--- config.mk ---
export PLATFORM = sky130hd
export DESIGN_NAME = utf8_to_utf16_transcoder_flat
export DESIGN_NICKNAME = d
export VERILOG_FILES = /design/src/hw/rtl/utt_pkg.sv /design/src/hw/rtl/utt_if.sv /design/src/hw/rtl/utt_decode.sv /design/src/hw/rtl/utf8_to_utf16_transcoder.sv /design/src/flat_wrapper.sv
export SDC_FILE = /design/constraint.sdc
export NUM_CORES = 1
export LEC_CHECK = 0
export ABC_AREA = 0
export CORE_AREA = 2 2 123 95
export CTS_CLUSTER_SIZE = 10
export DETAILED_ROUTE_END_ITERATION = 7
export DIE_AREA = 0 0 125 97
export DONT_BUFFER_PORTS = 1
export HOLD_SLACK_MARGIN = 0.08
export PLACE_DENSITY = 0.76
export SLEW_MARGIN = 10
export SYNTH_ARGS = -nofsm -noshare
export SYNTH_HDL_FRONTEND = slang
export SYNTH_HIERARCHICAL = 1
export SYNTH_SLANG_ARGS = --single-unit
--- constraint.sdc ---
create_clock -name clock -period 4.5 [get_ports clock]
set_input_delay 0.225 -clock clock [delete_from_list [all_inputs] [get_ports clock]]
set_output_delay 0.225 -clock clock [all_outputs]
set_load 0.01 [all_outputs]
--- src/hw/rtl/utt_pkg.sv ---
// Shared types and constants for the UTF-8 to UTF-16 transcoder.
// No dependencies; utt_decode and the top level import this package.
`default_nettype none

package utt_pkg;

   // UTF-8 lead byte ranges
   localparam logic [7:0] ContMin     = 8'h80;
   localparam logic [7:0] Lead2Min    = 8'hC0;
   localparam logic [7:0] Lead3Min    = 8'hE0;
   localparam logic [7:0] Lead4Min    = 8'hF0;
   localparam logic [7:0] LeadBadMin  = 8'hF5;

   // scalar value limits
   localparam int unsigned ScalarWidth = 21;
   localparam logic [ScalarWidth-1:0] Min2Byte    = 21'h00080;
   localparam logic [ScalarWidth-1:0] Min3Byte    = 21'h00800;
   localparam logic [ScalarWidth-1:0] SupplBase   = 21'h10000;
   localparam logic [ScalarWidth-1:0] ScalarMax   = 21'h10FFFF;
   localparam logic [ScalarWidth-1:0] SurrFirst   = 21'h0D800;
   localparam logic [ScalarWidth-1:0] SurrLast    = 21'h0DFFF;

   // UTF-16 surrogate offsets
   localparam logic [15:0] HighSurrBase = 16'hD800;
   localparam logic [15:0] LowSurrBase  = 16'hDC00;
   localparam logic [9:0]  SurrLowMask  = 10'h3FF;

   // result status codes
   localparam logic StatusOk    = 1'b0;
   localparam logic StatusError = 1'b1;

   // result queue
   localparam int unsigned FifoDepth  = 4;
   localparam int unsigned FifoPtrW   = $clog2(FifoDepth);
   localparam int unsigned FifoCountW = $clog2(FifoDepth + 1);

   typedef struct packed {
      logic [15:0] code_unit;
      logic        status;
      logic        run_last;
      logic        text_done;
   } utt_result_type;

   // results produced by one byte: zero, one or two
   typedef struct packed {
      logic [1:0]     count;
      utt_result_type first;
      utt_result_type second;
   } utt_push_type;

endpackage

`default_nettype wire

--- src/hw/rtl/utt_if.sv ---
// Valid/ready channel interfaces for the transcoder byte input and result output.
// No dependencies.
`default_nettype none

interface utt_req_if;
   logic       valid;
   logic       ready;
   logic [7:0] data_byte;
   logic       end_of_text;

   modport source (output valid, output data_byte, output end_of_text, input ready);
   modport sink   (input valid, input data_byte, input end_of_text, output ready);
endinterface

interface utt_rsp_if;
   logic        valid;
   logic        ready;
   logic [15:0] code_unit;
   logic        status;
   logic        run_last;
   logic        text_done;

   modport source (output valid, output code_unit, output status, output run_last,
                   output text_done, input ready);
   modport sink   (input valid, input code_unit, input status, input run_last,
                   input text_done, output ready);
endinterface

`default_nettype wire

--- src/hw/rtl/utt_decode.sv ---
// Sequence state and per-byte decode of the UTF-8 to UTF-16 transcoder.
// Depends on utt_pkg.
`default_nettype none

module utt_decode (
   input  wire logic                clock,
   input  wire logic                reset,
   input  wire logic                step,
   input  wire logic [7:0]          data_byte,
   input  wire logic                end_of_text,
   output utt_pkg::utt_push_type    push
);
   import utt_pkg::*;

   logic [1:0]             remain_ff, remain_in;
   logic [2:0]             len_ff, len_in;
   logic [ScalarWidth-1:0] partial_ff, partial_in;
   logic                   hold_ff, hold_in;

   logic [ScalarWidth-1:0] shifted;
   logic [ScalarWidth-1:0] value;
   logic [ScalarWidth-1:0] suppl;
   logic [1:0]             remain_dec;
   logic                   fire_err;
   logic                   fire_val;
   logic                   bad;

   always_comb begin
      shifted    = {partial_ff[ScalarWidth-7:0], data_byte[5:0]};
      remain_dec = remain_ff - 2'd1;
      suppl      = shifted - SupplBase;
      remain_in  = remain_ff;
      len_in     = len_ff;
      partial_in = partial_ff;
      hold_in    = hold_ff;
      fire_err   = 1'b0;
      fire_val   = 1'b0;
      bad        = 1'b0;
      value      = {{(ScalarWidth-8){1'b0}}, data_byte};
      push       = '0;

      if (hold_ff) begin
         // drop bytes until the end of text
         if (end_of_text) begin
            hold_in    = 1'b0;
            remain_in  = '0;
            len_in     = '0;
            partial_in = '0;
         end
      end else if (remain_ff == 2'd0) begin
         if (data_byte < ContMin) begin
            fire_val = 1'b1;
         end else if (data_byte < Lead2Min || data_byte >= LeadBadMin) begin
            fire_err = 1'b1;
         end else begin
            if (data_byte < Lead3Min) begin
               len_in     = 3'd2;
               remain_in  = 2'd1;
               partial_in = {{(ScalarWidth-5){1'b0}}, data_byte[4:0]};
            end else if (data_byte < Lead4Min) begin
               len_in     = 3'd3;
               remain_in  = 2'd2;
               partial_in = {{(ScalarWidth-4){1'b0}}, data_byte[3:0]};
            end else begin
               len_in     = 3'd4;
               remain_in  = 2'd3;
               partial_in = {{(ScalarWidth-3){1'b0}}, data_byte[2:0]};
            end
            fire_err = end_of_text;
         end
      end else if (data_byte[7:6] != 2'b10) begin
         fire_err = 1'b1;
      end else begin
         partial_in = shifted;
         remain_in  = remain_dec;
         if (remain_dec != 2'd0) begin
            fire_err = end_of_text;
         end else begin
            bad = (len_ff == 3'd2 && shifted < Min2Byte) ||
                  (len_ff == 3'd3 && shifted < Min3Byte) ||
                  (len_ff == 3'd4 && (shifted < SupplBase || shifted > ScalarMax)) ||
                  (shifted >= SurrFirst && shifted <= SurrLast);
            fire_err = bad;
            fire_val = !bad;
            value    = shifted;
            suppl    = shifted - SupplBase;
         end
      end

      if (fire_err) begin
         remain_in  = '0;
         len_in     = '0;
         partial_in = '0;
         hold_in    = !end_of_text;
         push.count = 2'd1;
         push.first = '{code_unit: 16'h0000, status: StatusError, run_last: 1'b1,
                        text_done: end_of_text};
      end else if (fire_val) begin
         remain_in  = '0;
         len_in     = '0;
         partial_in = '0;
         if (value < SupplBase) begin
            push.count = 2'd1;
            push.first = '{code_unit: value[15:0], status: StatusOk, run_last: 1'b1,
                           text_done: end_of_text};
         end else begin
            // split into a high and low surrogate
            push.count  = 2'd2;
            push.first  = '{code_unit: HighSurrBase + {6'b0, suppl[19:10]},
                            status: StatusOk, run_last: 1'b0, text_done: end_of_text};
            push.second = '{code_unit: LowSurrBase + {6'b0, suppl[9:0] & SurrLowMask},
                            status: StatusOk, run_last: 1'b1, text_done: end_of_text};
         end
      end
   end

   always_ff @(posedge clock) begin
      if (reset) begin
         remain_ff  <= '0;
         len_ff     <= '0;
         partial_ff <= '0;
         hold_ff    <= 1'b0;
      end else if (step) begin
         remain_ff  <= remain_in;
         len_ff     <= len_in;
         partial_ff <= partial_in;
         hold_ff    <= hold_in;
      end
   end

`ifndef SYNTHESIS
   a_eot_restores_reset: assert property (@(posedge clock) disable iff (reset)
      step && end_of_text |=> remain_ff == 2'd0 && len_ff == 3'd0 && !hold_ff)
      else $error("end of text did not return decoder to idle");

   a_hold_has_no_sequence: assert property (@(posedge clock) disable iff (reset)
      hold_ff |-> remain_ff == 2'd0 && len_ff == 3'd0)
      else $error("sequence in progress while dropping bytes");

   a_pair_is_surrogates: assert property (@(posedge clock) disable iff (reset)
      push.count == 2'd2 |-> push.first.code_unit[15:10] == 6'b110110 &&
                             push.second.code_unit[15:10] == 6'b110111 &&
                             push.first.status == StatusOk && !push.first.run_last)
      else $error("malformed surrogate pair");
`endif

endmodule

`default_nettype wire

--- src/hw/rtl/utf8_to_utf16_transcoder.sv ---
// Top level of the UTF-8 to UTF-16 transcoder: input register, decoder, result queue.
// Depends on utt_pkg, utt_if and utt_decode.
`default_nettype none

// The transcoder takes one UTF-8 byte per beat on req_if, with end_of_text
// marking the final byte of a text, and returns UTF-16 code units on rsp_if.
// A finished scalar below 0x10000 gives one result; a larger one gives a high
// and a low surrogate on two consecutive beats, run_last set on the second.
// Any bad encoding (stray continuation or bad lead byte, missing continuation,
// overlong form, surrogate value, value above 0x10FFFF, or text cut off
// inside a sequence) gives one result with status 1 and code unit zero; the
// following bytes of that text are dropped without results, and the end of
// text returns the block to its reset state. Throughput is one byte per
// clock: the byte is registered on acceptance and decoded from that register
// into a four-entry result queue; a byte moves on only while the queue holds
// two or fewer results, so the rate drops below one byte per cycle only when
// the output side stalls. The first result of a byte is offered on rsp_if once
// it has passed the input register and been written into the result queue.
module utf8_to_utf16_transcoder (
   input  wire logic  clock,
   input  wire logic  reset,
   utt_req_if.sink    req_if,
   utt_rsp_if.source  rsp_if
);
   import utt_pkg::*;

   // input register
   logic       in_valid_ff, in_valid_in;
   logic [7:0] in_byte_ff;
   logic       in_eot_ff;

   // result queue
   utt_result_type        fifo_ff [FifoDepth];
   logic [FifoPtrW-1:0]   head_ff, head_in;
   logic [FifoPtrW-1:0]   tail_ff, tail_in;
   logic [FifoCountW-1:0] count_ff, count_in;

   utt_push_type          push;
   logic                  req_take;
   logic                  rsp_take;
   logic                  room;
   logic                  advance;
   logic [1:0]            push_n;
   logic [FifoPtrW-1:0]   tail_next;
   utt_result_type        head_entry;

   // decode the held byte; state advances only when its results fit
   utt_decode u_decode (
      .clock       (clock),
      .reset       (reset),
      .step        (advance),
      .data_byte   (in_byte_ff),
      .end_of_text (in_eot_ff),
      .push        (push)
   );

   always_comb begin
      room      = count_ff <= FifoCountW'(FifoDepth - 2);
      advance   = in_valid_ff && room;
      req_take  = req_if.valid && req_if.ready;
      rsp_take  = rsp_if.valid && rsp_if.ready;
      push_n    = advance ? push.count : 2'd0;
      tail_next = tail_ff + FifoPtrW'(1);

      // hold the byte until the queue has room for a surrogate pair
      in_valid_in = req_take ? 1'b1 : (advance ? 1'b0 : in_valid_ff);

      head_in  = rsp_take ? head_ff + FifoPtrW'(1) : head_ff;
      tail_in  = tail_ff + FifoPtrW'(push_n);
      count_in = count_ff + FifoCountW'(push_n) - FifoCountW'(rsp_take);

      head_entry = fifo_ff[head_ff];
   end

   assign req_if.ready     = !in_valid_ff || advance;
   assign rsp_if.valid     = count_ff != '0;
   assign rsp_if.code_unit = head_entry.code_unit;
   assign rsp_if.status    = head_entry.status;
   assign rsp_if.run_last  = head_entry.run_last;
   assign rsp_if.text_done = head_entry.text_done;

   always_ff @(posedge clock) begin
      if (reset) begin
         in_valid_ff <= 1'b0;
         head_ff     <= '0;
         tail_ff     <= '0;
         count_ff    <= '0;
      end else begin
         in_valid_ff <= in_valid_in;
         head_ff     <= head_in;
         tail_ff     <= tail_in;
         count_ff    <= count_in;
      end
   end

   // payload registers: no reset
   always_ff @(posedge clock) begin
      if (req_take) begin
         in_byte_ff <= req_if.data_byte;
         in_eot_ff  <= req_if.end_of_text;
      end
      if (push_n != 2'd0) begin
         fifo_ff[tail_ff] <= push.first;
      end
      if (push_n == 2'd2) begin
         fifo_ff[tail_next] <= push.second;
      end
   end

`ifndef SYNTHESIS
   a_count_bounded: assert property (@(posedge clock) disable iff (reset)
      count_ff <= FifoCountW'(FifoDepth))
      else $error("result queue count beyond depth");

   a_no_overflow: assert property (@(posedge clock) disable iff (reset)
      advance |-> ({1'b0, count_ff} + (FifoCountW + 1)'(push.count)) <=
                  (FifoCountW + 1)'(FifoDepth))
      else $error("result queue overflow");

   a_error_unit_zero: assert property (@(posedge clock) disable iff (reset)
      rsp_if.valid && rsp_if.status == StatusError |->
         rsp_if.code_unit == 16'h0000 && rsp_if.run_last)
      else $error("error result carries data");
`endif

endmodule

`default_nettype wire
--- src/flat_wrapper.sv ---
// flat-port wrapper written by rule: the top's interface ports become plain ports
module utf8_to_utf16_transcoder_flat import utt_pkg::*;
  (clock, reset, req_if_valid, req_if_data_byte, req_if_end_of_text, req_if_ready, rsp_if_valid, rsp_if_code_unit, rsp_if_status, rsp_if_run_last, rsp_if_text_done, rsp_if_ready);
  utt_req_if req_if_i ();
  utt_rsp_if rsp_if_i ();
  input  wire logic clock;
  input  wire logic reset;
  input wire logic [$bits(req_if_i.valid)-1:0] req_if_valid;
  input wire logic [$bits(req_if_i.data_byte)-1:0] req_if_data_byte;
  input wire logic [$bits(req_if_i.end_of_text)-1:0] req_if_end_of_text;
  output wire logic [$bits(req_if_i.ready)-1:0] req_if_ready;
  output wire logic [$bits(rsp_if_i.valid)-1:0] rsp_if_valid;
  output wire logic [$bits(rsp_if_i.code_unit)-1:0] rsp_if_code_unit;
  output wire logic [$bits(rsp_if_i.status)-1:0] rsp_if_status;
  output wire logic [$bits(rsp_if_i.run_last)-1:0] rsp_if_run_last;
  output wire logic [$bits(rsp_if_i.text_done)-1:0] rsp_if_text_done;
  input wire logic [$bits(rsp_if_i.ready)-1:0] rsp_if_ready;
  assign req_if_i.valid = req_if_valid;
  assign req_if_i.data_byte = req_if_data_byte;
  assign req_if_i.end_of_text = req_if_end_of_text;
  assign req_if_ready = req_if_i.ready;
  assign rsp_if_valid = rsp_if_i.valid;
  assign rsp_if_code_unit = rsp_if_i.code_unit;
  assign rsp_if_status = rsp_if_i.status;
  assign rsp_if_run_last = rsp_if_i.run_last;
  assign rsp_if_text_done = rsp_if_i.text_done;
  assign rsp_if_i.ready = rsp_if_ready;
  utf8_to_utf16_transcoder u_core (.clock(clock), .reset(reset), .req_if(req_if_i), .rsp_if(rsp_if_i));
endmodule
# == Yosys cells after proc, flatten, opt, wreduce, memory -nomap -nowiden ==
# Memories as Yosys holds them, arrays and structs flattened. A register that Yosys moved wholly into a read port is not among the register bits.
# Index checks and enable logic that the tools add are counted.
# classes
reduce_logical,24
addsub,9
n_eq_ne,11
div_mod_pow,0
bitwise,0
n_lt_le_gt_ge,13
muxes,61
multipliers,0
n_shift,0
# ops
cell,n
2-to-1 mux 21 bit,6
2-to-1 mux 15 bit,8
< comparator 21 x 17 -> 1 bit (second input constant),2
2-to-1 mux 40 bit,1
2-to-1 mux 19 bit,2
adder 15 x 11 -> 16 bit (first input constant),2
< comparator 8 bit (second input constant),4
2-to-1 mux 3 bit,9
2-to-1 mux 2 bit,12
>= comparator 21 x 16 -> 1 bit (second input constant),1
greater-than comparator 21 bit (second input constant),1
less-or-equal comparator 21 x 16 -> 1 bit (second input constant),1
< comparator 21 x 12 -> 1 bit (second input constant),1
< comparator 21 x 8 -> 1 bit (second input constant),1
2-to-1 mux 1 bit,21
subtractor 20 x 17 -> 20 bit (second input constant),1
inequality test 5 bit (second input constant),3
AND reduction 5 bit,2
>= comparator 8 bit (second input constant),1
inequality test 4 bit (second input constant),2
logical AND 1 bit,7
== test 3 x 2 -> 1 bit (second input constant),2
logical OR 1 bit,6
nonzero test 2 bit,3
other kinds (16),19
# word_totals
ramBits,76
output_inout_bits,21
regBits,38
mem_count,1
latch_bits,0
rom_bits,0
# memory_table
name,depth,width,read_ports,rd_ports_with_merged_regs,wr,line_no,rtl
u_core.fifo_ff,4,19,1,1,2,utf8_to_utf16_transcoder.sv:33,utt_result_type fifo_ff [FifoDepth];

# == Logic depth before layout (Yosys ltp) ==
# Gate-level depths: netlist (run 1).
# depth
depth_word,16
mapped_depth,20
ltp_nobuf,18

# == By module ==
# The synthesis (run 1) kept the hierarchy.
# by_module_without_submodules
module,cells_each,instances,seq_area_each_um2,area_per_inst_um2
utf8_to_utf16_transcoder,257,1,2752.6,4694.5
utt_decode,191,1,420.4,1520.2

# == Worst setup path before layout (run 1) ==
# Ideal clock, no wire load.
# synth_path
path_type,reg2reg
startpoint,register u_core.in_byte_ff[4]
endpoint,"memory u_core/fifo_ff[1][0] (netlist name), enable pin"
setup_ps,425
arrival_ps,4277
setup_slack_ps,-202
stages_incl_launch_ff,12
required_ps,4075
path_cell_list,edfxtp_1 clkbuf_1 nand4_1 nor4_1 mux2_2 a211o_1 a2111o_1 buf_6 o22ai_1 buf_4 nand2_1 a211oi_1
# synth_rtl
element,line_no,rtl
from (decl),utf8_to_utf16_transcoder.sv:29,logic [7:0] in_byte_ff;
from (signal assigned),utf8_to_utf16_transcoder.sv:99,in_byte_ff <= req_if.data_byte;
to (decl),utf8_to_utf16_transcoder.sv:33,

# == Worst setup path after layout (run 1) ==
# layout_path
startpoint,register u_core.in_byte_ff[4]
endpoint,register u_core.count_ff[2]
# layout_via
elab_chain_len,15
word_cells_on_any_way,41
# layout_lines
element,line_no,rtl
"< comparator 21 x 8 -> 1 bit, or another cell as far along",utt_decode.sv:79,bad = (len_ff == 3'd2 && shifted < Min2Byte) ||
"logical AND 1 bit, or another cell as far along",utt_decode.sv:79,
logical OR 1 bit or logical AND 1 bit (tied branches),"utt_decode.sv:79, utt_decode.sv:81",
logical OR 1 bit,utt_decode.sv:80,(len_ff == 3'd3 && shifted < Min3Byte) ||
logical OR 1 bit,utt_decode.sv:81,(len_ff == 3'd4 && (shifted < SupplBase || shifted > ScalarMax)) ||
logical NOT 1 bit,utt_decode.sv:84,fire_val = !bad;
2-to-1 mux 1 bit,utt_decode.sv:76,if (remain_dec != 2'd0) begin
2-to-1 mux 1 bit,utt_decode.sv:71,end else if (data_byte[7:6] != 2'b10) begin
2-to-1 mux 1 bit,utt_decode.sv:50,end else if (remain_ff == 2'd0) begin
2-to-1 mux 1 bit,utt_decode.sv:42,if (hold_ff) begin
2-to-1 mux 40 bit,utt_decode.sv:98,end else if (fire_val) begin
2-to-1 mux 21 bit *,utt_decode.sv:90,if (fire_err) begin
2-to-1 mux 2 bit *,utf8_to_utf16_transcoder.sv:62,push_n = advance ? push.count : 2'd0;
adder 3 x 2 -> 3 bit *,utf8_to_utf16_transcoder.sv:70,count_in = count_ff + FifoCountW'(push_n) - FifoCountW'(rsp_take);
subtractor 3 x 1 -> 3 bit *,utf8_to_utf16_transcoder.sv:70,
to (signal assigned),utf8_to_utf16_transcoder.sv:92,count_ff <= count_in;
to (decl),utf8_to_utf16_transcoder.sv:36,"logic [FifoCountW-1:0] count_ff, count_in;"
# Every way passes the cells marked *; elsewhere a longest branch is shown, timed or not.
# A chain may end at the register's enable or synchronous reset.

==> results of run 1 <==
## sequential cells by signal, summed over array words and instances, names as in the netlist, named ones only
register / count
u_core/u_decode/remain_ff: 2
u_core/tail_ff: 2
u_core/in_byte_ff: 8
u_core/u_decode/partial_ff: 15
u_core/u_decode/len_ff: 3
u_core/count_ff: 3
u_core/head_ff: 2
u_core/fifo_ff: 76
u_core/in_valid_ff: 1
u_core/u_decode/hold_ff: 1
u_core/in_eot_ff: 1
## layer usage
| metal | vias to the layer above | share of wire | global-route usage |
|---|---|---|---|
| met3 | 20 | 0.071 | 0.06582 |
| li1 | 1755 | - | - |
| met2 | 162 | 0.47 | 0.3687 |
| met5 | - | 0 | 0 |
| met4 | 0 | 0.020 | 0.07949 |
| met1 | 1919 | 0.44 | 0.3287 |
## cell usage after synthesis, types with 2 or more instances
cell	n
edfxtp_1	85
mux2_4	40
buf_4	11
inv_1	18
nor4_1	3
clkbuf_1	8
a22o_1	17
o21ai_0	7
nand2b_1	5
a211oi_1	2
buf_2	4
a32o_1	3
nor3_1	4
o311ai_0	2
nand2_1	13
ha_1	6
nand3_1	2
dfxtp_1	31
nand4_4	4
and2_1	15
a21oi_1	12
o211ai_1	3
xnor2_1	3
buf_6	5
xor2_1	3
nand4_1	7
buf_1	2
nor2_1	33
mux4_2	19
nor2b_1	7
mux2i_1	6
or4b_2	2
mux2_2	37
a31oi_1	2
## placed cells by master (no fill, tap or decap), drive strengths merged, types with 3 or more instances in the layout
| cell type | n |
|---|---|
| bufinv | 3 |
| inv | 20 |
| nor2b | 7 |
| dlygate4sd3 | 11 |
| mux2 | 78 |
| and2 | 15 |
| clkbuf | 18 |
| nand2b | 5 |
| nor4 | 4 |
| a32o | 3 |
| edfxtp | 85 |
| a21oi | 13 |
| clkinv | 7 |
| buf | 16 |
| nor3 | 5 |
| xor2 | 3 |
| dfxtp | 31 |
| ha | 6 |
| a22o | 17 |
| nand2 | 13 |
| xnor2 | 3 |
| mux4 | 19 |
| nor2 | 33 |
| o21ai | 7 |
| a211oi | 3 |
| mux2i | 6 |
| nand4 | 11 |
| o211ai | 3 |
## metrics by stage
| stage | total power (W) | hold WS [ns] | TNS [ns] | cell area [um^2] | instances |
|---|---|---|---|---|---|
| 2_1_floorplan | 0.001799 | 0.2941 | -7.659 | 6218 | 449 |
| 3_3_place_gp | 0.001910 | 0.2972 | 0 | 6367 | 575 |
| 3_5_place_dp | 0.001931 | 0.2956 | 0 | 6367 | 575 |
| 4_1_cts | 0.003282 | 0.1385 | 0 | 7067 | 618 |
| 5_1_grt | 0.003392 | 0.1651 | 0 | 7067 | 618 |
| 6_report | 0.003261 | 0.1420 | 0 | 7067 | 618 |
## what timing repair did
item | in CTS | in global routing
hold buffers | 11 | 0
endpoints found under the setup margin | 0 | 0
endpoints found under the hold margin | 21 | 0
## critical path, delay by kind of cell, from the launching register on
family	cells	cell delay (ns)
adder cells (fa/ha/maj)	3	0.76
flip-flops	1	0.54
buffers and inverters	3	0.16
multiplexers	1	0.39
XOR/XNOR	2	0.34
AND/OR/NAND/NOR	4	0.77
AO/OA/AOI/OAI	3	1.02
## layout make-up
class,instances,area (um^2)
Inverter,18,67.56
Sequential cell,116,3173
Clock buffer,18,429.2
Multi-Input combinational cell,285,2806
Tap cell,140,175.2
Clock inverter,14,160.2
Timing Repair Buffer,27,255.2
Fill cell,778,3751
## cells by family after synthesis
logic type,count (synthesis),synth area share
buffers and inverters,48,0.04248
and+or+nand+nor,104,0.1009
AOI/OAI and AO/OA,63,0.07772
muxes,103,0.2440
xor gates and xnor gates,6,0.008457
DFF,116,0.5106
adders and majority gates,7,0.01530
other,1,0.0006034
## power by group
group / internal (W) / switching (W) / total (W) / leakage, nW
combinational: 0.000287 / 0.000317 / 0.000604 / 1.35
sequential: 0.00123 / 0.0000782 / 0.00131 / 1.05
clock: 0.000865 / 0.000479 / 0.00134 / 0.281
## final timing paths
kind | startpoint | to | slack (ns) | cells after the start
max | u_core/in_byte_ff[4] | u_core/count_ff[2] | 0.41 | 16
min | rsp_if_ready | u_core/head_ff[1] | 0.14 | 3
max reg2reg | u_core/in_byte_ff[4] | u_core/count_ff[2] | 0.41 | 16
min reg2reg | u_core/u_decode/len_ff[1] | u_core/u_decode/len_ff[1] | 0.52 | 1
==> summary.txt, run 1 <==
Outcome
  – Outcome: finished clean

Floorplanning
  – DIE AREA: 12130 um^2
  – DIE WIDTH: 125 um
  – Rows: 33
  – Initial Util: 0.5745
  – Core area: 10820 um^2
  – # IOs: 34
  – Die Y: a little under 100 um

Yosys
  – Avg Cell Area, Syn: 13.87 um^2
  – Unique cell type count in the Yosys netlist: 61
  – Post-synth ARST share: 0
  – Synthesis-stage register bit count: roughly 120
  – Mapped Area: 6215 um^2
  – Cells after Synth: 448
  – Most area-consuming cells after synthesis: edfxtp_1 (41%), dfxtp_1 (10%), mux2_4 (9.7%)
  – Area leader, netlist: edfxtp_1
  – Syn. warnings: 6
  – Yosys top cell area share: 0.4107
  – Top_reg_cell synth: edfxtp_1
  – Sequential cell area fraction in the yosys report: 0.5106
  – EDFF count, synth: 85

Drt
  – Vias: roughly 3900
  – Routed WL: 13790 um
  – Remaining DRCs: 0
  – Post-route ant nets: 0
  – WL/cell: 22.31 um
  – Pre-antenna DRT Iters: 5
  – Initial drt markers: 270
  – Drt via density: 6.239

Worst setup path
  – Slowest cell on crit path: edfxtp_1
  – Critical path fanouts, max: 10
  – Crit-path cells: nand4_1 -> nor4_1 -> mux2_2 -> a211o_1 -> a2111o_1 -> o22ai_1 -> and3_1 -> inv_1 -> ha_1 -> inv_1 -> ha_1 -> inv_1 -> fa_1 -> xnor2_1 -> xnor2_1 -> nor2_1
  – CP startpoint kind: flip-flop
  – CP required: 4.78 ns
  – Crit path DAT: 4.38 ns
  – Max stage delay on crit path: about 0.54 ns
  – Setup crit end kind: flip-flop
  – Most frequent CP cell: inv_1
  – Critical path class: flip-flop to flip-flop

Clock network
  – # Post-CTS Setup Buffers: 0
  – H-tree depth: 4
  – Clock sink count: 116
  – Worst-Skew Late Latency: 0.41 ns
  – Clock transition at the registers of the reported paths: about 0.05 ns
  – TritonCTS clock tree: built
  – Clock tree buffer depth: 2
  – Clk root buf: clkbuf_16
  – Total CTS buffers: 17
  – Post-CTS Resized: 0

Min path
  – Min-Delay Path Class: input port to flip-flop

STA
  – Final Cycle Share: 0.9096
  – Achievable Freq: 244.3 MHz
  – Minimum clock period: a little over 4 ns
  – Final hold vios: 0
  – Max transition margin: 0.1594
  – Clk_skew: 0.007695 ns
  – Max-slew violation count: 0
  – Setup ws final: 0.4067 ns
  – Worst-Margin Slew: 1.258 ns
  – RSZ-0062 raised after global routing: false
  – Endpoints failing setup: 0

Place
  – Port bufs: 0
  – DP HPWL: 8618 um
  – Gpl congestion: 0.9271
  – Pre-CTS setup slack: 0.4672 ns

Global routing
  – Initial antenna violation count: 0
  – Pin count of the biggest net entering global routing: 34
  – Vias in the first global route: 3966
  – Grt total ovfl: 0
  – GRT Overall Usage: 0.2388
  – Global-route wire length before repair: 22080 um

Power and ir drop
  – P_leak: 2.685 nW
  – Maximum vdd drop: between 0.0003 and 0.0004 V
  – Pwr/cell area: 461.5 nW/um^2

Flow run
  – Max cap viols: 0

Layout
  – N_diodes: 0
  – Layout cell share with drive strength beyond 1: 0.3243
  – Final Net Count: 485
  – Final Util: 0.6533
  – Synthesis-to-finish area growth: 13.71%
(Power assumes the default switching activity.)
==> run 2, diff against run 1 <==
RECOVER_POWER = 50   (was not set)
==> summary.txt, run 2 (synthesized netlist as in run 1, its figures left out) <==
Flow run
  – Max cap viols: 0 (unchanged)

STA
  – Final hold vios: 0 (unchanged)
  – Max transition margin: 0.1799 (was 0.1594)
  – Max-slew violation count: 0 (unchanged)
  – RSZ-0062 raised after global routing: false (unchanged)
  – Clk_skew: 0.007795 ns (was 0.007695 ns)
  – Achievable Freq: 242.9 MHz (was 244.3 MHz)
  – Minimum clock period: 4.117 ns (was 4.093 ns)
  – Worst-Margin Slew: 1.228 ns (was 1.258 ns)
  – Endpoints failing setup: 0 (unchanged)
  – Setup_tns: 0 ns (unchanged)
  – Hold Slack: 0.1408 ns (was 0.1420 ns)
  – Final Cycle Share: 0.9149 (was 0.9096)

Worst setup path
  – Setup crit end kind: flip-flop (unchanged)
  – Critical path fanouts, max: 19 (was 10)
  – Reg2reg start: u_core/in_byte_ff[4] (unchanged)
  – RR Endpoint: u_core/fifo_ff[0][5] (was u_core/count_ff[2])
  – Cell count of the worst reg-to-reg path: 12 (was 16)
  – CP startpoint kind: flip-flop (unchanged)
  – CP required: 4.55 ns (was 4.78 ns)
  – Crit path capture: u_core/fifo_ff[0][5] (was u_core/count_ff[2])
  – Worst setup startpoint: u_core/in_byte_ff[4] (unchanged)
  – Crit path DAT: 4.16 ns (was 4.38 ns)
  – Reg2reg setup slack: 0.38 ns (was 0.41 ns)
  – Critical path class: flip-flop to flip-flop (unchanged)

Layout
  – Synthesis-to-finish area growth: 12.95% (was 13.71%)
  – Finished Layout Cells: 618 (unchanged)
  – Max reg flops: 76 (unchanged)
  – Layout cell share with drive strength beyond 1: 0.3138 (was 0.3243)
  – Final Util: 0.6489 (was 0.6533)
  – Highest-count cells in the layout ignoring fill and taps: edfxtp_1 (85), mux2_4 (40), mux2_2 (36) (was edfxtp_1 (85), mux2_4 (40), mux2_2 (37))
  – N_diodes: 0 (unchanged)
  – Commonest non-fill, non-tap cell in the layout: edfxtp_1 (unchanged)
  – Top reg by flops: u_core/fifo_ff (unchanged)
  – Biggest regs: u_core/fifo_ff: 76 flops, u_core/u_decode/partial_ff: 15 flops, u_core/in_byte_ff: 8 flops (unchanged)
  – Final Net Count: 485 (unchanged)

Global routing
  – Pin count of the biggest net entering global routing: 34 (unchanged)
  – Global-route wire length before repair: 22080 um (unchanged)
  – GRT Overall Usage: 0.2388 (unchanged)
  – Initial antenna violation count: 0 (unchanged)
  – Vias in the first global route: 3966 (unchanged)
  – Grt total ovfl: 0 (unchanged)

Clock network
  – Clk root buf: clkbuf_16 (unchanged)
  – H-tree depth: 4 (unchanged)
  – Clock sink count: 116 (unchanged)
  – Total CTS buffers: 17 (unchanged)
  – Clock transition at the registers of the reported paths: 0.05 ns (about the same)
  – Post-CTS Resized: 0 (unchanged)
  – TritonCTS clock tree: built (unchanged)
  – # Post-CTS Setup Buffers: 0 (unchanged)
  – Clock tree buffer depth: 2 (unchanged)
  – Worst-Skew Late Latency: 0.41 ns (about the same)

Place
  – Cells after DPL: 575 (unchanged)
  – Gpl congestion: 0.9271 (unchanged)
  – Port bufs: 0 (unchanged)
  – DP HPWL: 8618 um (unchanged)

Drt
  – Remaining DRCs: 0 (unchanged)
  – Initial drt markers: 329 (was 270)
  – Drt via density: 6.222 (was 6.239)
  – Pre-antenna DRT Iters: 6 (was 5)
  – Vias: 3845 (was 3856)
  – Routed WL: 13820 um (was 13790 um)
  – WL/cell: 22.36 um (was 22.31 um)
  – Post-route ant nets: 0 (unchanged)

Power and ir drop
  – Total Power: 0.003244 W (was 0.003261 W)
  – Pwr/cell area: 462.2 nW/um^2 (was 461.5 nW/um^2)
  – Maximum vdd drop: 0.0003928 V (was 0.0003926 V)
  – P_leak: 2.675 nW (was 2.685 nW)

Floorplanning
  – # IOs: 34 (unchanged)
  – Core area: 10820 um^2 (unchanged)
  – Rows: 33 (unchanged)
  – DIE WIDTH: 125 um (unchanged)
  – Die Y: 97 um (unchanged)
  – DIE AREA: 12130 um^2 (unchanged)
  – Initial Util: 0.5745 (unchanged)

Min path
  – Hold Crit Depth: 3 (unchanged)
  – Min-Delay Path Class: input port to flip-flop (unchanged)

Outcome
  – Outcome: finished clean (unchanged)
-- run 2: cell count changes in the layout (fill, tap and decap cells not counted), moves of 2 or more --
cell / before / now
clkbuf_2: 0 / 4
buf_4: 14 / 11
a211oi_1: 0 / 2
a211oi_2: 2 / 0
a21oi_1: 10 / 12
-- run 2: worst min path at each step --
stage | startpoint | end | slack, ns
after CTS | rsp_if_ready | u_core/head_ff[1] | 0.14
final | rsp_if_ready | u_core/head_ff[1] | 0.14
after global placement | reset | u_core/in_valid_ff | 0.30
after detailed placement | reset | u_core/count_ff[1] | 0.30
after global routing | rsp_if_ready | flip-flop | 0.17
after floorplan | reset | u_core/u_decode/remain_ff[1] | 0.29
-- run 2: final cells by class --
cell class	count	area (um^2)
clock inverters	14	160.2
inverters	18	67.56
flip-flops and latches	116	3173
multi-input cells	285	2781
well taps	140	175.2
clock buffers	18	429.2
repair buffers	27	232.7
fillers	789	3799
-- run 2: per-layer routing --
metal | track usage | routed length, um | share of wire | up-vias
met5 | 0 | 0 | 0 | -
met3 | 0.06582 | 883 | 0.064 | 15
met1 | 0.3287 | 6223 | 0.45 | 1936
li1 | - | - | - | 1751
met2 | 0.3687 | 6454 | 0.47 | 143
met4 | 0.07949 | 255 | 0.018 | 0
-- run 2: repair_timing --
item                                   in CTS  in global routing
setup endpoints to repair                   0                  0
hold buffers                               11                  0
endpoints found under the hold margin      21                  0
-- run 2: metrics by stage --
step	worst slack, ns	area (um^2)
finish	0.3830	7019
floorplan	-0.2016	6218
global placement	0.5642	6367
detailed placement	0.4672	6367
CTS	0.4317	7067
global route	0.1738	7019
-- run 2: worst max-delay path: stages (launching register included) --
cell and delay [ns]:
edfxtp_1 0.54, nand4_1 0.19, nor4_1 0.33, mux2_1 0.38, a211o_1 0.40, a31oi_1 0.43, o22ai_1 0.16, buf_4 0.19
nor2b_1 0.11, clkbuf_2 0.27, nand2_1 0.08, a21oi_1 0.15, clkbuf_2 0.49
-- run 2: where the power goes --
part           internal (W)  switching (W)  total, W
Combinational      0.000278       0.000313  0.000591
Clock              0.000865       0.000479   0.00134
Sequential          0.00124      0.0000729   0.00131
Total               0.00238       0.000865   0.00324
==> run 3, diff against run 2 <==
BUFFER_PORTS_ARGS = -buffer_cell sky130_fd_sc_hd__clkbuf_2   (was not set)
CORE_AREA = 2 2 126 98   (was 2 2 123 95)
DIE_AREA = 0 0 128 100   (was 0 0 125 97)
DONT_BUFFER_PORTS = not set   (was 1)
PLACE_DENSITY = 0.75   (was 0.76)
==> summary.txt, run 3 (synthesized netlist as in run 1, its figures left out) <==
Worst setup path
  – Max stage delay on crit path: 0.53 ns (was 0.54 ns)
  – Critical path depth: 12 (unchanged)
  – Setup crit end kind: flip-flop (unchanged)
  – Cell count of the worst reg-to-reg path: 12 (unchanged)
  – Critical path fanouts, max: 19 (unchanged)
  – Crit path DAT: 4.37 ns (was 4.16 ns)
  – Crit-path cells: nand4_1 -> nor4_1 -> mux2_1 -> a211o_1 -> a2111o_1 -> o22ai_1 -> clkbuf_2 -> nor2b_1 -> clkbuf_1 -> nand4_4 -> buf_4 -> mux2_2 (was nand4_1 -> nor4_1 -> mux2_1 -> a211o_1 -> a31oi_1 -> o22ai_1 -> buf_4 -> nor2b_1 -> clkbuf_2 -> nand2_1 -> a21oi_1 -> clkbuf_2)
  – Reg2reg setup slack: 0.29 ns (was 0.38 ns)
  – Critical path class: flip-flop to flip-flop (unchanged)
  – Buffers and inverters on the worst path: 3 (unchanged)
  – CP required: 4.66 ns (was 4.55 ns)
  – CP startpoint kind: flip-flop (unchanged)
  – Slowest cell on crit path: edfxtp_1 (unchanged)
  – Top Family by Delay on Critical Path: compound AO/OA/AOI/OAI gates (unchanged)

Layout
  – Highest-count cells in the layout ignoring fill and taps: edfxtp_1 (85), mux2_4 (40), mux2_2 (36) (unchanged)
  – Finished Layout Cells: 658 (was 618)
  – Final Net Count: 518 (was 485)
  – Post-route cell area: 7136 um^2 (was 7019 um^2)
  – Synthesis-to-finish area growth: 14.82% (was 12.95%)
  – Commonest non-fill, non-tap cell in the layout: edfxtp_1 (unchanged)
  – Max reg flops: 76 (unchanged)
  – Layout cell share with drive strength beyond 1: 0.3157 (was 0.3138)
  – Biggest regs: u_core/fifo_ff: 76 flops, u_core/u_decode/partial_ff: 15 flops, u_core/in_byte_ff: 8 flops (unchanged)
  – N_diodes: 0 (unchanged)
  – Top reg by flops: u_core/fifo_ff (unchanged)
  – Filler instances: 952 (was 789)

Power and ir drop
  – P_leak: 2.731 nW (was 2.675 nW)
  – Pwr/cell area: 458.4 nW/um^2 (was 462.2 nW/um^2)
  – Maximum vdd drop: 0.0003461 V (was 0.0003928 V)

STA
  – Worst-Margin Slew: 1.239 ns (was 1.228 ns)
  – Clk_skew: 0.01019 ns (was 0.007795 ns)
  – RSZ-0062 raised after global routing: false (unchanged)
  – Minimum clock period: 4.207 ns (was 4.117 ns)
  – Max-slew violation count: 0 (unchanged)
  – Final Cycle Share: 0.9348 (was 0.9149)
  – Hold Slack: 0.1741 ns (was 0.1408 ns)
  – Achievable Freq: 237.7 MHz (was 242.9 MHz)
  – Final hold vios: 0 (unchanged)
  – Max transition margin: 0.1722 (was 0.1799)
  – Endpoints failing setup: 0 (unchanged)
  – Setup ws final: 0.2934 ns (was 0.3830 ns)

Place
  – Pre-CTS setup slack: 0.3494 ns (was 0.4672 ns)
  – Port bufs: 33 (was 0)
  – Area after DPL: 6525 um^2 (was 6367 um^2)
  – DP HPWL: 8848 um (was 8618 um)
  – Gpl congestion: 1.007 (was 0.9271)
  – Cells after DPL: 617 (was 575)

Drt
  – Post-route ant nets: 0 (unchanged)
  – Remaining DRCs: 0 (unchanged)
  – Pre-antenna DRT Iters: 5 (was 6)
  – Routed WL: 13910 um (was 13820 um)
  – Initial drt markers: 431 (was 329)
  – WL/cell: 21.14 um (was 22.36 um)
  – Drt via density: 6.067 (was 6.222)
  – Vias: 3992 (was 3845)

Floorplanning
  – DIE WIDTH: 128 um (was 125 um)
  – Core area: 11740 um^2 (was 10820 um^2)
  – Die Y: 100 um (was 97 um)
  – Rows: 35 (was 33)
  – Initial Util: 0.5295 (was 0.5745)
  – # IOs: 34 (unchanged)
  – DIE AREA: 12800 um^2 (was 12130 um^2)

Global routing
  – Initial antenna violation count: 0 (unchanged)
  – Pin count of the biggest net entering global routing: 33 (was 34)
  – GRT Overall Usage: 0.2309 (was 0.2388)
  – Global-route wire length before repair: 22090 um (was 22080 um)
  – Vias in the first global route: 3976 (was 3966)
  – Grt total ovfl: 0 (unchanged)

Min path
  – Min-Delay Path Class: input port to flip-flop (unchanged)
  – Hold Crit Depth: 2 (was 3)

Clock network
  – H-tree depth: 4 (unchanged)
  – Clock tree buffer depth: 2 (unchanged)
  – Worst-Skew Late Latency: 0.42 ns (was 0.41 ns)
  – Clock transition at the registers of the reported paths: 0.05 ns (about the same)
  – Total CTS buffers: 17 (unchanged)
  – TritonCTS clock tree: built (unchanged)
  – Clk root buf: clkbuf_16 (unchanged)
  – Clock sink count: 116 (unchanged)

Flow run
  – Max cap viols: 0 (unchanged)

Outcome
  – Outcome: finished clean (unchanged)
-- run 3: final cells by class --
class / instances / area [um^2] / share of cell area
Tap cell: 148 / 185.2 / 0.02595
Clock buffer: 20 / 436.7 / 0.06120
Multi-Input combinational cell: 285 / 2783 / 0.3900
Timing Repair Buffer: 60 / 354.1 / 0.04962
Sequential cell: 116 / 3173 / 0.4447
Clock inverter: 11 / 136.4 / 0.01911
Inverter: 18 / 67.56 / 0.009469
-- run 3: path summary, 6_finish.rpt --
kind / startpoint / end
worst max register to register: u_core/in_byte_ff[4] / u_core/fifo_ff[1][14]
worst max-delay path: u_core/in_byte_ff[4] / u_core/fifo_ff[1][14]
worst min-delay path: reset / u_core/count_ff[1]
worst min register to register: u_core/head_ff[0] / u_core/head_ff[0]
-- run 3: stage by stage --
stage | TNS (ns) | util | total power, W
finish | 0 | 0.6080 | 0.003271
global route | 0 | 0.6080 | 0.003403
CTS | 0 | 0.6133 | 0.003322
detailed placement | 0 | 0.5560 | 0.002001
global placement | 0 | 0.5560 | 0.001976
floorplan | -7.659 | - | 0.001799
-- run 3: metal layers --
metal  GRT usage  part of all wire
met5           0                 0
met4     0.07523             0.015
met1      0.3234              0.46
met3     0.04851             0.066
met2      0.3636              0.46
-- run 3: where the power goes --
part	switching (W)	internal, W
clock network	0.000460	0.000858
registers	0.0000708	0.00124
logic	0.000339	0.000307
total	0.000870	0.00240
-- run 3: timing repair --
item | CTS | global route
resized for setup | 0 | 0
endpoints found under the setup margin | 0 | 0
setup buffers | 0 | 0
hold endpoints to repair | 10 | 0
hold buffers | 10 | 0
